`src/rtl/core/sfra_pkg.sv`:
```
`timescale 1ns / 1ps

package sfra_pkg;

    // Default width of the anti-replay window in sequence numbers.
    localparam int WINDOW_BITS_DEF = 64;

    localparam int SEQ_W  = 32;
    localparam int LEN_W  = 16;
    localparam int FRAG_W = 8;
    localparam int CTRL_W = 4;
    localparam int CLS_W  = 3;
    localparam int CFG_IDX_W  = 2;
    localparam int CFG_DATA_W = 16;

    localparam int S_TDATA_W = 56;
    localparam int S_TUSER_W = 4;
    localparam int M_TDATA_W = 72;
    localparam int M_TUSER_W = 4;

    localparam logic [SEQ_W-1:0] SEQ_TERMINAL = 32'hFFFF_FFFF;
    localparam logic [LEN_W-1:0] OVERHEAD     = 16'd28;
    localparam logic [LEN_W-1:0] CTRL_ROOM    = 16'd32;
    localparam logic [LEN_W-1:0] REKEY_SALT   = 16'd32;

    localparam logic              RST_DGRAM     = 1'b1;
    localparam logic [LEN_W-1:0]  RST_BUF_LIMIT = 16'd4096;
    localparam logic [FRAG_W-1:0] RST_MAX_FRAG  = 8'd16;
    localparam logic [CTRL_W-1:0] RST_MAX_CTRL  = 4'd8;

    localparam logic [CLS_W-1:0] CLS_DATA  = 3'd0;
    localparam logic [CLS_W-1:0] CLS_FRAG  = 3'd1;
    localparam logic [CLS_W-1:0] CLS_PING  = 3'd2;
    localparam logic [CLS_W-1:0] CLS_PONG  = 3'd3;
    localparam logic [CLS_W-1:0] CLS_BYE   = 3'd4;
    localparam logic [CLS_W-1:0] CLS_REKEY = 3'd5;

    typedef enum logic [CFG_IDX_W-1:0] {
        REG_DGRAM     = 2'd0,
        REG_BUF_LIMIT = 2'd1,
        REG_MAX_FRAG  = 2'd2,
        REG_MAX_CTRL  = 2'd3
    } t_reg_idx;

    typedef enum logic [3:0] {
        VERD_FRAG   = 4'd0,
        VERD_DONE   = 4'd1,
        VERD_PONG   = 4'd2,
        VERD_PING   = 4'd3,
        VERD_REKEY  = 4'd4,
        VERD_DROP   = 4'd5,
        VERD_ERROR  = 4'd6,
        VERD_CLOSED = 4'd7,
        VERD_NOCONN = 4'd8
    } t_verdict;

    typedef struct packed {
        logic              dgram;
        logic [LEN_W-1:0]  buf_limit;
        logic [FRAG_W-1:0] max_frag;
        logic [CTRL_W-1:0] max_ctrl;
    } t_cfg;

    typedef struct packed {
        logic              op;
        logic [CLS_W-1:0]  cls;
        logic [SEQ_W-1:0]  seq;
        logic [LEN_W-1:0]  plen;
        logic              pok;
        logic              aok;
    } t_item;

    typedef struct packed {
        logic              open;
        logic [SEQ_W-1:0]  hseq;
        logic [LEN_W-1:0]  rbytes;
        logic [FRAG_W-1:0] fcount;
        logic [SEQ_W-1:0]  efseq;
        logic [CTRL_W-1:0] ccount;
    } t_sess;

    typedef struct packed {
        t_verdict          verdict;
        logic [LEN_W-1:0]  msg_len;
        logic [LEN_W-1:0]  plain_bytes;
        logic              up;
        logic [SEQ_W-1:0]  top;
    } t_res;

endpackage

```
`src/rtl/core/sfra_window.sv`:
```
`timescale 1ns / 1ps

// Sliding anti-replay window: stale/duplicate check and the updated bitmap
// for a frame that is admitted.
module sfra_window #(
    parameter int WINDOW_BITS = sfra_pkg::WINDOW_BITS_DEF
) (
    input  logic [sfra_pkg::SEQ_W-1:0] i_hseq,
    input  logic [sfra_pkg::SEQ_W-1:0] i_seq,
    input  logic [WINDOW_BITS-1:0]     i_bitmap,
    output logic                       o_stale,
    output logic                       o_newer,
    output logic [WINDOW_BITS-1:0]     o_bitmap_n
);

    localparam int IW = $clog2(WINDOW_BITS);
    localparam logic [sfra_pkg::SEQ_W-1:0] WIN = sfra_pkg::SEQ_W'(WINDOW_BITS);
    localparam logic [WINDOW_BITS-1:0] ONE = WINDOW_BITS'(1);

    logic [sfra_pkg::SEQ_W-1:0] w_off;
    logic [sfra_pkg::SEQ_W-1:0] w_sh;
    logic                       w_too_old;
    logic                       w_dup;

    assign w_off = i_hseq - i_seq;
    assign w_sh  = i_seq - i_hseq;

    assign w_too_old = (i_hseq >= WIN) && (i_seq <= (i_hseq - WIN));
    assign o_newer   = i_seq > i_hseq;
    assign w_dup     = !w_too_old && !o_newer && i_bitmap[w_off[IW-1:0]];
    assign o_stale   = w_too_old || w_dup;

    always_comb begin
        if (o_newer) begin
            if (w_sh < WIN) begin
                o_bitmap_n = (i_bitmap << w_sh[IW-1:0]) | ONE;
            end else begin
                o_bitmap_n = ONE;
            end
        end else begin
            o_bitmap_n = i_bitmap | (ONE << w_off[IW-1:0]);
        end
    end

endmodule

```
`src/rtl/core/sfra_judge.sv`:
```
`timescale 1ns / 1ps

// Admission decision for one registered frame header, with the next session
// state and the result beat.
module sfra_judge #(
    parameter int WINDOW_BITS = sfra_pkg::WINDOW_BITS_DEF
) (
    input  sfra_pkg::t_cfg         i_cfg,
    input  sfra_pkg::t_item        i_item,
    input  sfra_pkg::t_sess        i_sess,
    input  logic [WINDOW_BITS-1:0] i_bitmap,
    output sfra_pkg::t_sess        o_sess_n,
    output logic [WINDOW_BITS-1:0] o_bitmap_n,
    output sfra_pkg::t_res         o_res
);

    logic                   w_stale;
    logic                   w_newer;
    logic [WINDOW_BITS-1:0] w_bitmap_adm;

    sfra_window #(
        .WINDOW_BITS(WINDOW_BITS)
    ) u_window (
        .i_hseq    (i_sess.hseq),
        .i_seq     (i_item.seq),
        .i_bitmap  (i_bitmap),
        .o_stale   (w_stale),
        .o_newer   (w_newer),
        .o_bitmap_n(w_bitmap_adm)
    );

    always_comb begin
        sfra_pkg::t_sess                n;
        logic [WINDOW_BITS-1:0]         bm;
        sfra_pkg::t_verdict             v;
        logic [sfra_pkg::LEN_W-1:0]     msg;
        logic [sfra_pkg::LEN_W-1:0]     plain;
        logic [sfra_pkg::LEN_W-1:0]     room;
        logic [sfra_pkg::LEN_W-1:0]     sum;
        logic [sfra_pkg::FRAG_W-1:0]    fc1;
        logic [sfra_pkg::CTRL_W:0]      cnext;
        logic                           is_ctrl;
        logic                           is_data;
        logic                           fault_f;
        logic                           fail_f;
        logic                           seq_ok;

        n       = i_sess;
        bm      = i_bitmap;
        v       = sfra_pkg::VERD_FRAG;
        msg     = '0;
        fault_f = 1'b0;
        fail_f  = 1'b0;
        seq_ok  = 1'b1;
        is_ctrl = (i_item.cls >= sfra_pkg::CLS_PING) && (i_item.cls <= sfra_pkg::CLS_REKEY);
        is_data = (i_item.cls == sfra_pkg::CLS_DATA) || (i_item.cls == sfra_pkg::CLS_FRAG);
        plain   = (i_item.plen >= sfra_pkg::OVERHEAD) ? (i_item.plen - sfra_pkg::OVERHEAD)
                                                       : '0;
        room    = is_ctrl ? sfra_pkg::CTRL_ROOM : (i_cfg.buf_limit - i_sess.rbytes);
        sum     = i_sess.rbytes + plain;
        fc1     = i_sess.fcount + 8'd1;
        cnext   = {1'b0, i_sess.ccount} + 5'd1;

        if (i_item.op) begin
            n      = '0;
            n.open = 1'b1;
            bm     = '0;
            plain  = '0;
        end else if (!i_sess.open) begin
            v = sfra_pkg::VERD_NOCONN;
        end else if (!i_item.pok) begin
            fault_f = 1'b1;
        end else if (i_cfg.dgram && (i_item.seq == sfra_pkg::SEQ_TERMINAL)) begin
            n.open = 1'b0;
            fail_f = 1'b1;
        end else if (i_cfg.dgram && w_stale) begin
            v = sfra_pkg::VERD_DROP;
        end else if (is_ctrl && (i_sess.rbytes != '0)) begin
            fault_f = 1'b1;
        end else if (is_data && (i_cfg.buf_limit < i_sess.rbytes)) begin
            fail_f = 1'b1;
        end else if (!is_ctrl && !is_data) begin
            fault_f = 1'b1;
        end else if (i_item.plen < sfra_pkg::OVERHEAD) begin
            fault_f = 1'b1;
        end else if (plain > room) begin
            fault_f = 1'b1;
        end else if (!i_item.aok) begin
            fault_f = 1'b1;
        end else begin
            // Sequence rules: window admission or strict in-order stream.
            if (i_cfg.dgram) begin
                bm = w_bitmap_adm;
                if (w_newer) begin
                    n.hseq = i_item.seq;
                end
            end else if (i_sess.hseq == sfra_pkg::SEQ_TERMINAL) begin
                n.open = 1'b0;
                fail_f = 1'b1;
                seq_ok = 1'b0;
            end else if (i_item.seq != i_sess.hseq) begin
                fail_f = 1'b1;
                seq_ok = 1'b0;
            end else begin
                n.hseq = i_sess.hseq + 32'd1;
            end

            if (seq_ok) begin
                case (i_item.cls)
                    sfra_pkg::CLS_PING, sfra_pkg::CLS_PONG: begin
                        if (cnext > {1'b0, i_cfg.max_ctrl}) begin
                            fail_f = 1'b1;
                        end else begin
                            n.ccount = cnext[sfra_pkg::CTRL_W-1:0];
                            v = (i_item.cls == sfra_pkg::CLS_PONG) ? sfra_pkg::VERD_PONG
                                                                   : sfra_pkg::VERD_PING;
                        end
                    end
                    sfra_pkg::CLS_BYE: begin
                        n.open   = 1'b0;
                        n.rbytes = '0;
                        n.fcount = '0;
                        n.ccount = '0;
                        v        = sfra_pkg::VERD_CLOSED;
                    end
                    sfra_pkg::CLS_REKEY: begin
                        if (plain != sfra_pkg::REKEY_SALT) begin
                            fail_f = 1'b1;
                        end else begin
                            n.hseq = '0;
                            bm     = '0;
                            if (cnext > {1'b0, i_cfg.max_ctrl}) begin
                                fail_f = 1'b1;
                            end else begin
                                n.ccount = cnext[sfra_pkg::CTRL_W-1:0];
                                v        = sfra_pkg::VERD_REKEY;
                            end
                        end
                    end
                    default: begin
                        // Data and data fragments: reassembly.
                        if ((i_sess.fcount != '0) && (i_item.seq != i_sess.efseq)) begin
                            fail_f = 1'b1;
                        end else begin
                            n.efseq = (i_sess.fcount != '0) ? (i_sess.efseq + 32'd1)
                                                            : (i_item.seq + 32'd1);
                            if (i_item.cls == sfra_pkg::CLS_DATA) begin
                                msg      = sum;
                                n.rbytes = '0;
                                n.fcount = '0;
                                n.ccount = '0;
                                v        = sfra_pkg::VERD_DONE;
                            end else begin
                                n.rbytes = sum;
                                n.fcount = fc1;
                                if (fc1 >= i_cfg.max_frag) begin
                                    fail_f = 1'b1;
                                end
                            end
                        end
                    end
                endcase
            end
        end

        if (fault_f) begin
            if (i_cfg.dgram) begin
                v = sfra_pkg::VERD_DROP;
            end else begin
                fail_f = 1'b1;
            end
        end
        if (fail_f) begin
            v        = sfra_pkg::VERD_ERROR;
            n.rbytes = '0;
            n.fcount = '0;
            n.ccount = '0;
        end

        o_sess_n          = n;
        o_bitmap_n        = bm;
        o_res.verdict     = v;
        o_res.msg_len     = msg;
        o_res.plain_bytes = plain;
        o_res.up          = n.open;
        o_res.top         = n.hseq;
    end

endmodule

```
`src/rtl/core/secure_frame_receive_admission.sv`:
```
`timescale 1ns / 1ps

// Channel    | Direction | Handshake              | Contents
// -----------+-----------+------------------------+-------------------------------------
// s (input)  | in        | i_s_tvalid / o_s_tready | one received frame header per beat
// m (output) | out       | o_m_tvalid / i_m_tready | one verdict per frame header
// cfg        | in        | i_cfg_we (no wait)      | register index and write data
//
// One header is accepted in every cycle while the output side keeps up. From
// acceptance to its verdict a beat passes the input register, then the result
// register, with one pass through the window check and admission logic between.
// Reset is synchronous and active low; it restores the register defaults and
// closes the session. While the verdict register is full and not taken, the
// input register holds, and the input side stalls once it too is full.
module secure_frame_receive_admission #(
    parameter int WINDOW_BITS = sfra_pkg::WINDOW_BITS_DEF
) (
    input  logic                             i_clk,
    input  logic                             i_rst_n,
    // Frame header channel.
    input  logic                             i_s_tvalid,
    output logic                             o_s_tready,
    // tdata, lowest bit up: sequence_number[31:0], payload_length[47:32],
    // parse_ok[48], auth_ok[49], zero fill [55:50].
    input  logic [sfra_pkg::S_TDATA_W-1:0]   i_s_tdata,
    // tuser, lowest bit up: operation[0], frame_class[3:1].
    input  logic [sfra_pkg::S_TUSER_W-1:0]   i_s_tuser,
    // Verdict channel.
    output logic                             o_m_tvalid,
    input  logic                             i_m_tready,
    // tdata, lowest bit up: message_length[15:0], plain_length[31:16],
    // session_up[32], window_top[64:33], zero fill [71:65].
    output logic [sfra_pkg::M_TDATA_W-1:0]   o_m_tdata,
    // tuser, lowest bit up: verdict[3:0].
    output logic [sfra_pkg::M_TUSER_W-1:0]   o_m_tuser,
    // Configuration write port.
    input  logic                             i_cfg_we,
    input  logic [sfra_pkg::CFG_IDX_W-1:0]   i_cfg_idx,
    input  logic [sfra_pkg::CFG_DATA_W-1:0]  i_cfg_wdata
);

    sfra_pkg::t_cfg         r_cfg;
    sfra_pkg::t_sess        r_sess;
    sfra_pkg::t_sess        n_sess;
    logic [WINDOW_BITS-1:0] r_bitmap;
    logic [WINDOW_BITS-1:0] n_bitmap;
    logic                   r_in_valid;
    sfra_pkg::t_item        r_in;
    logic                   r_out_valid;
    sfra_pkg::t_res         r_out;
    sfra_pkg::t_res         n_out;
    sfra_pkg::t_item        w_item;
    logic                   w_advance;
    logic                   w_s_accept;

    // Unpack the incoming beat into header fields.
    assign w_item.op   = i_s_tuser[0];
    assign w_item.cls  = i_s_tuser[3:1];
    assign w_item.seq  = i_s_tdata[31:0];
    assign w_item.plen = i_s_tdata[47:32];
    assign w_item.pok  = i_s_tdata[48];
    assign w_item.aok  = i_s_tdata[49];

    // The held header is decided, and the session state updated, in the cycle
    // it moves into the verdict register.
    assign w_advance  = r_in_valid && (!r_out_valid || i_m_tready);
    assign o_s_tready = !r_in_valid || w_advance;
    assign w_s_accept = i_s_tvalid && o_s_tready;

    sfra_judge #(
        .WINDOW_BITS(WINDOW_BITS)
    ) u_judge (
        .i_cfg     (r_cfg),
        .i_item    (r_in),
        .i_sess    (r_sess),
        .i_bitmap  (r_bitmap),
        .o_sess_n  (n_sess),
        .o_bitmap_n(n_bitmap),
        .o_res     (n_out)
    );

    // Configuration registers.
    always_ff @(posedge i_clk) begin
        if (!i_rst_n) begin
            r_cfg.dgram     <= sfra_pkg::RST_DGRAM;
            r_cfg.buf_limit <= sfra_pkg::RST_BUF_LIMIT;
            r_cfg.max_frag  <= sfra_pkg::RST_MAX_FRAG;
            r_cfg.max_ctrl  <= sfra_pkg::RST_MAX_CTRL;
        end else if (i_cfg_we) begin
            case (sfra_pkg::t_reg_idx'(i_cfg_idx))
                sfra_pkg::REG_DGRAM:     r_cfg.dgram     <= i_cfg_wdata[0];
                sfra_pkg::REG_BUF_LIMIT: r_cfg.buf_limit <= i_cfg_wdata;
                sfra_pkg::REG_MAX_FRAG:  r_cfg.max_frag  <= i_cfg_wdata[7:0];
                sfra_pkg::REG_MAX_CTRL:  r_cfg.max_ctrl  <= i_cfg_wdata[3:0];
                default: begin
                end
            endcase
        end
    end

    // Session state, replay bitmap and the beat valid flags.
    always_ff @(posedge i_clk) begin
        if (!i_rst_n) begin
            r_sess      <= '0;
            r_bitmap    <= '0;
            r_in_valid  <= 1'b0;
            r_out_valid <= 1'b0;
        end else begin
            if (w_advance) begin
                r_sess   <= n_sess;
                r_bitmap <= n_bitmap;
            end
            if (w_s_accept) begin
                r_in_valid <= 1'b1;
            end else if (w_advance) begin
                r_in_valid <= 1'b0;
            end
            if (w_advance) begin
                r_out_valid <= 1'b1;
            end else if (i_m_tready) begin
                r_out_valid <= 1'b0;
            end
        end
    end

    // Payload registers.
    always_ff @(posedge i_clk) begin
        if (w_s_accept) begin
            r_in <= w_item;
        end
        if (w_advance) begin
            r_out <= n_out;
        end
    end

    assign o_m_tvalid = r_out_valid;
    assign o_m_tuser  = r_out.verdict;
    assign o_m_tdata  = {7'd0, r_out.top, r_out.up, r_out.plain_bytes, r_out.msg_len};

endmodule
```
`config.mk`:
```
export PLATFORM = sky130hd
export DESIGN_NAME = secure_frame_receive_admission
export DESIGN_NICKNAME = d
export VERILOG_FILES = /design/src/rtl/core/sfra_pkg.sv /design/src/rtl/core/sfra_window.sv /design/src/rtl/core/sfra_judge.sv /design/src/rtl/core/secure_frame_receive_admission.sv
export SDC_FILE = /design/constraint.sdc
export NUM_CORES = 2
export LEC_CHECK = 0
export ABC_AREA = 1
export BUFFER_PORTS_ARGS = -buffer_cell sky130_fd_sc_hd__buf_2
export CAP_MARGIN = 20
export CELL_PAD_IN_SITES_DETAIL_PLACEMENT = 0
export CELL_PAD_IN_SITES_GLOBAL_PLACEMENT = 1
export CORE_MARGIN = 2
export CORE_UTILIZATION = 41
export CTS_CLUSTER_SIZE = 16
export DETAILED_ROUTE_END_ITERATION = 8
export PLACE_DENSITY = 0.84
export SLEW_MARGIN = 15
export SYNTH_ARGS = -nofsm -noshare
export SYNTH_HDL_FRONTEND = slang
export SYNTH_SLANG_ARGS = --single-unit
```
`constraint.sdc`:
```
create_clock -name i_clk -period 4.1 [get_ports i_clk]
set_input_delay 0.82 -clock i_clk [delete_from_list [all_inputs] [get_ports i_clk]]
set_output_delay 0.82 -clock i_clk [all_outputs]
set_load 0.05 [all_outputs]
```
==> out/metrics.yaml <==
tns_ps: -46790
path_max_fanout: 8
cp_slowest_cell: "dfxtp_2"
ctsHoldBuffers: 0
violations: "setup timing"
synth_area_per_cell_um2: 6.297
grt.total_usage: 0.3093
start_util: 0.4131
hold_class: "input port to register"
die_w_um: 272.2
whs_ps: 378.2
finalWirelength_um: 118600
gp_congestion: 1.020
async_reset_ff_frac: 0
setup_viol: 209
area_growth_pct: 22.68
portBuffers: 147
remaining_drc_errors: 0
timing.rr.end: "r_bitmap[29]"
drv_slew: 0
first_global_vias: 30660
globalRouteOverflowTotal: 0
core_area_um2: 71360
drt_pass1_iterations: 7
cap_violations: 0
worstSetupPathType: "register to register"
post-route-min-period_ps: 4460
grt_pass1_wl_um: 179700
netlist_instances: 4682
worstPathArrival_ps: 5000
synth-edff-count: 123
ys.flop_type: "dfxtp_1"
final_nets: 5226
yosysWarnings: 0
final_area_um2: 36170
status: "complete, but fails checks"
worst_slew_pin_slew_ps: 1088
wl_per_cell_um: 19.80
crit_start: "r_sess[66]"
cts_buffer_depth: 3
synth_area_um2: 29480
ys_ff_latch: 311
cts_sinks: 311
ys_types: 67
drive_gt1_frac: 0.1913
endpoint_kind: "register"
clkTransAtPathRegs_ps: 60
n_antenna_cell: 0
clock_latency_ps: 610
r2r_setup_slack_ps: -360
drtIter0Drc: 3690
synth-seq-area-share: 0.2529
finClkSkew_ps: 34.99
grt_max_degree: 81
final_util: 0.5069
slew_headroom: 0.2737
r2r_cells: 32
dp_hpwl_um: 89910
cellLeakagePower_uw: 0.01603
worst_slack_ps: -359.9
via_count: 33420
io-pin-count: 161
antenna_found_initial: 2
fmax_mhz: 224.2
reg2reg_from: "r_sess[66]"
required_ps: 4640
clock-root-buffer: "clkbuf_16"
num_rows: 98
slowest_delay_ps: 340
cpMostUsedCell: "nand2_2"
cts_tree: "done"
power_density_nw_per_um2: 351.3
final_antenna_net_count: 0
setup.worst_path.end: "r_bitmap[29]"
vdd_ir_drop_max_mv: 0.3463
htree_levels: 2
via_per_inst: 5.580
cts_buffers: 41
period_share: 1.088
postPlaceCellArea_um2: 33250
dieArea_um2: 74070
rsz0062_at_grt: "yes"
hold_viol: 0
dieHeight_um: 272.2
total_power_uw: 12710
worstSetupStartpointType: "register"
==> cell families (layout without fill, tap and decap cells) <==
group	Yosys count	in the layout	synth area share
AOI/OAI and AO/OA	895	895	0.1686
xor gates and xnor gates	109	109	0.03263
adders and majority gates	137	137	0.05916
buffers and inverters	807	1158	0.1157
DFF	311	311	0.2529
muxes	28	28	0.009676
other	1	7	0.0001272
and+or+nand+nor	2394	2394	0.3611
==> final cells by class <==
cell class              count  area, µm²
fillers                  7333      35190
multi-input cells        3570      19440
flip-flops and latches    311       7466
repair buffers            532       4502
inverters                 550       2093
well taps                 950       1189
clock buffers              47       1089
clock inverters            29      390.4
==> critical path, delay by kind of cell (launching register included) <==
| family | cells | cell delay (ps) |
|---|---|---|
| buffers and inverters | 7 | 910 |
| xor gates and xnor gates | 1 | 130 |
| and+or+nand+nor | 21 | 2470 |
| AOI/OAI and AO/OA | 1 | 110 |
| DFF | 1 | 340 |
| adders and majority gates | 2 | 410 |
==> how the worst min path moves through the flow <==
| stage | startpoint | cells past startpoint | to |
|---|---|---|---|
| floorplan | r_cfg[10] | 2 | r_cfg[10] |
| global placement | r_cfg[24] | 2 | r_cfg[24] |
| detailed placement | r_cfg[24] | 2 | r_cfg[24] |
| CTS | i_s_tdata[12] | 1 | r_in[30] |
| global route | i_s_tdata[22] | 1 | r_in[40] |
| finish | i_s_tdata[12] | 1 | r_in[30] |
==> report_power, final <==
part	total, µW	internal, µW	switching [µW]
clock	3980	2330	1650
combinational	5240	1820	3410
sequential	3490	3350	137
==> timing repair <==
action / 4_1_cts / 5_1_grt
resized for setup: 172 / 65
cloned: 5 / 9
endpoints found under the setup margin: 209 / 209
pin swaps: 37 / 27
setup buffers: 30 / 11
==> sequential cells by signal (all words and copies together) (netlist names) <==
signal and count:
o_m_tuser 4, r_sess 93, r_cfg 29, o_m_tdata 65, r_in_valid 1, r_in 54
o_m_tvalid 1, r_bitmap 64
==> cell usage in the layout, fill, tap and decap left out, types with 40 or more instances in the layout <==
| cell | n |
|---|---|
| a21oi_1 | 308 |
| a21oi_2 | 62 |
| buf_12 | 40 |
| buf_2 | 147 |
| buf_4 | 303 |
| clkbuf_16 | 50 |
| dfxtp_1 | 181 |
| edfxtp_1 | 123 |
| ha_1 | 127 |
| inv_1 | 510 |
| nand2_1 | 1251 |
| nand2_2 | 46 |
| nand3_1 | 248 |
| nand3_2 | 59 |
| nand4_1 | 152 |
| nor2_1 | 403 |
| nor3_1 | 70 |
| o211ai_1 | 43 |
| o21ai_0 | 352 |
| xor2_1 | 83 |
==> cell usage after synthesis (17+ instances only) <==
master	count	area [µm²]
nand2_1	1292	4850
inv_1	528	1982
nor2_1	422	1584
o21ai_0	382	1912
a21oi_1	323	1617
nand3_1	258	1291
dfxtp_1	188	3764
nand4_1	152	950.9
ha_1	133	1664
clkbuf_1	125	469.2
edfxtp_1	123	3694
xor2_1	88	770.7
nor3_1	80	400.4
buf_2	63	315.3
nand3_2	56	560.5
a21oi_2	47	411.6
o211ai_1	43	322.8
nor4_1	33	206.5
or2_2	32	200.2
mux2i_1	24	240.2
buf_4	20	150.1
xnor2_1	20	175.2
buf_1	18	67.56
nand3b_1	18	135.1
buf_6	17	191.4
==> metrics by stage <==
step | setup WS [ps] | instances
2_1_floorplan | 6.402 | 4688
3_3_place_gp | -531.9 | 5859
3_5_place_dp | -605.9 | 5859
4_1_cts | -252.4 | 5969
5_1_grt | -679.8 | 5989
6_report | -359.9 | 5989
==> metal layers <==
metal | track usage | vias to the layer above | part of all wire
met5 | 0 | - | 0.000076
met4 | 0.1176 | 2 | 0.040
met3 | 0.05078 | 267 | 0.10
met2 | 0.4714 | 1524 | 0.43
met1 | 0.4362 | 15480 | 0.43
li1 | - | 16140 | -
(Power assumes the default switching activity.)
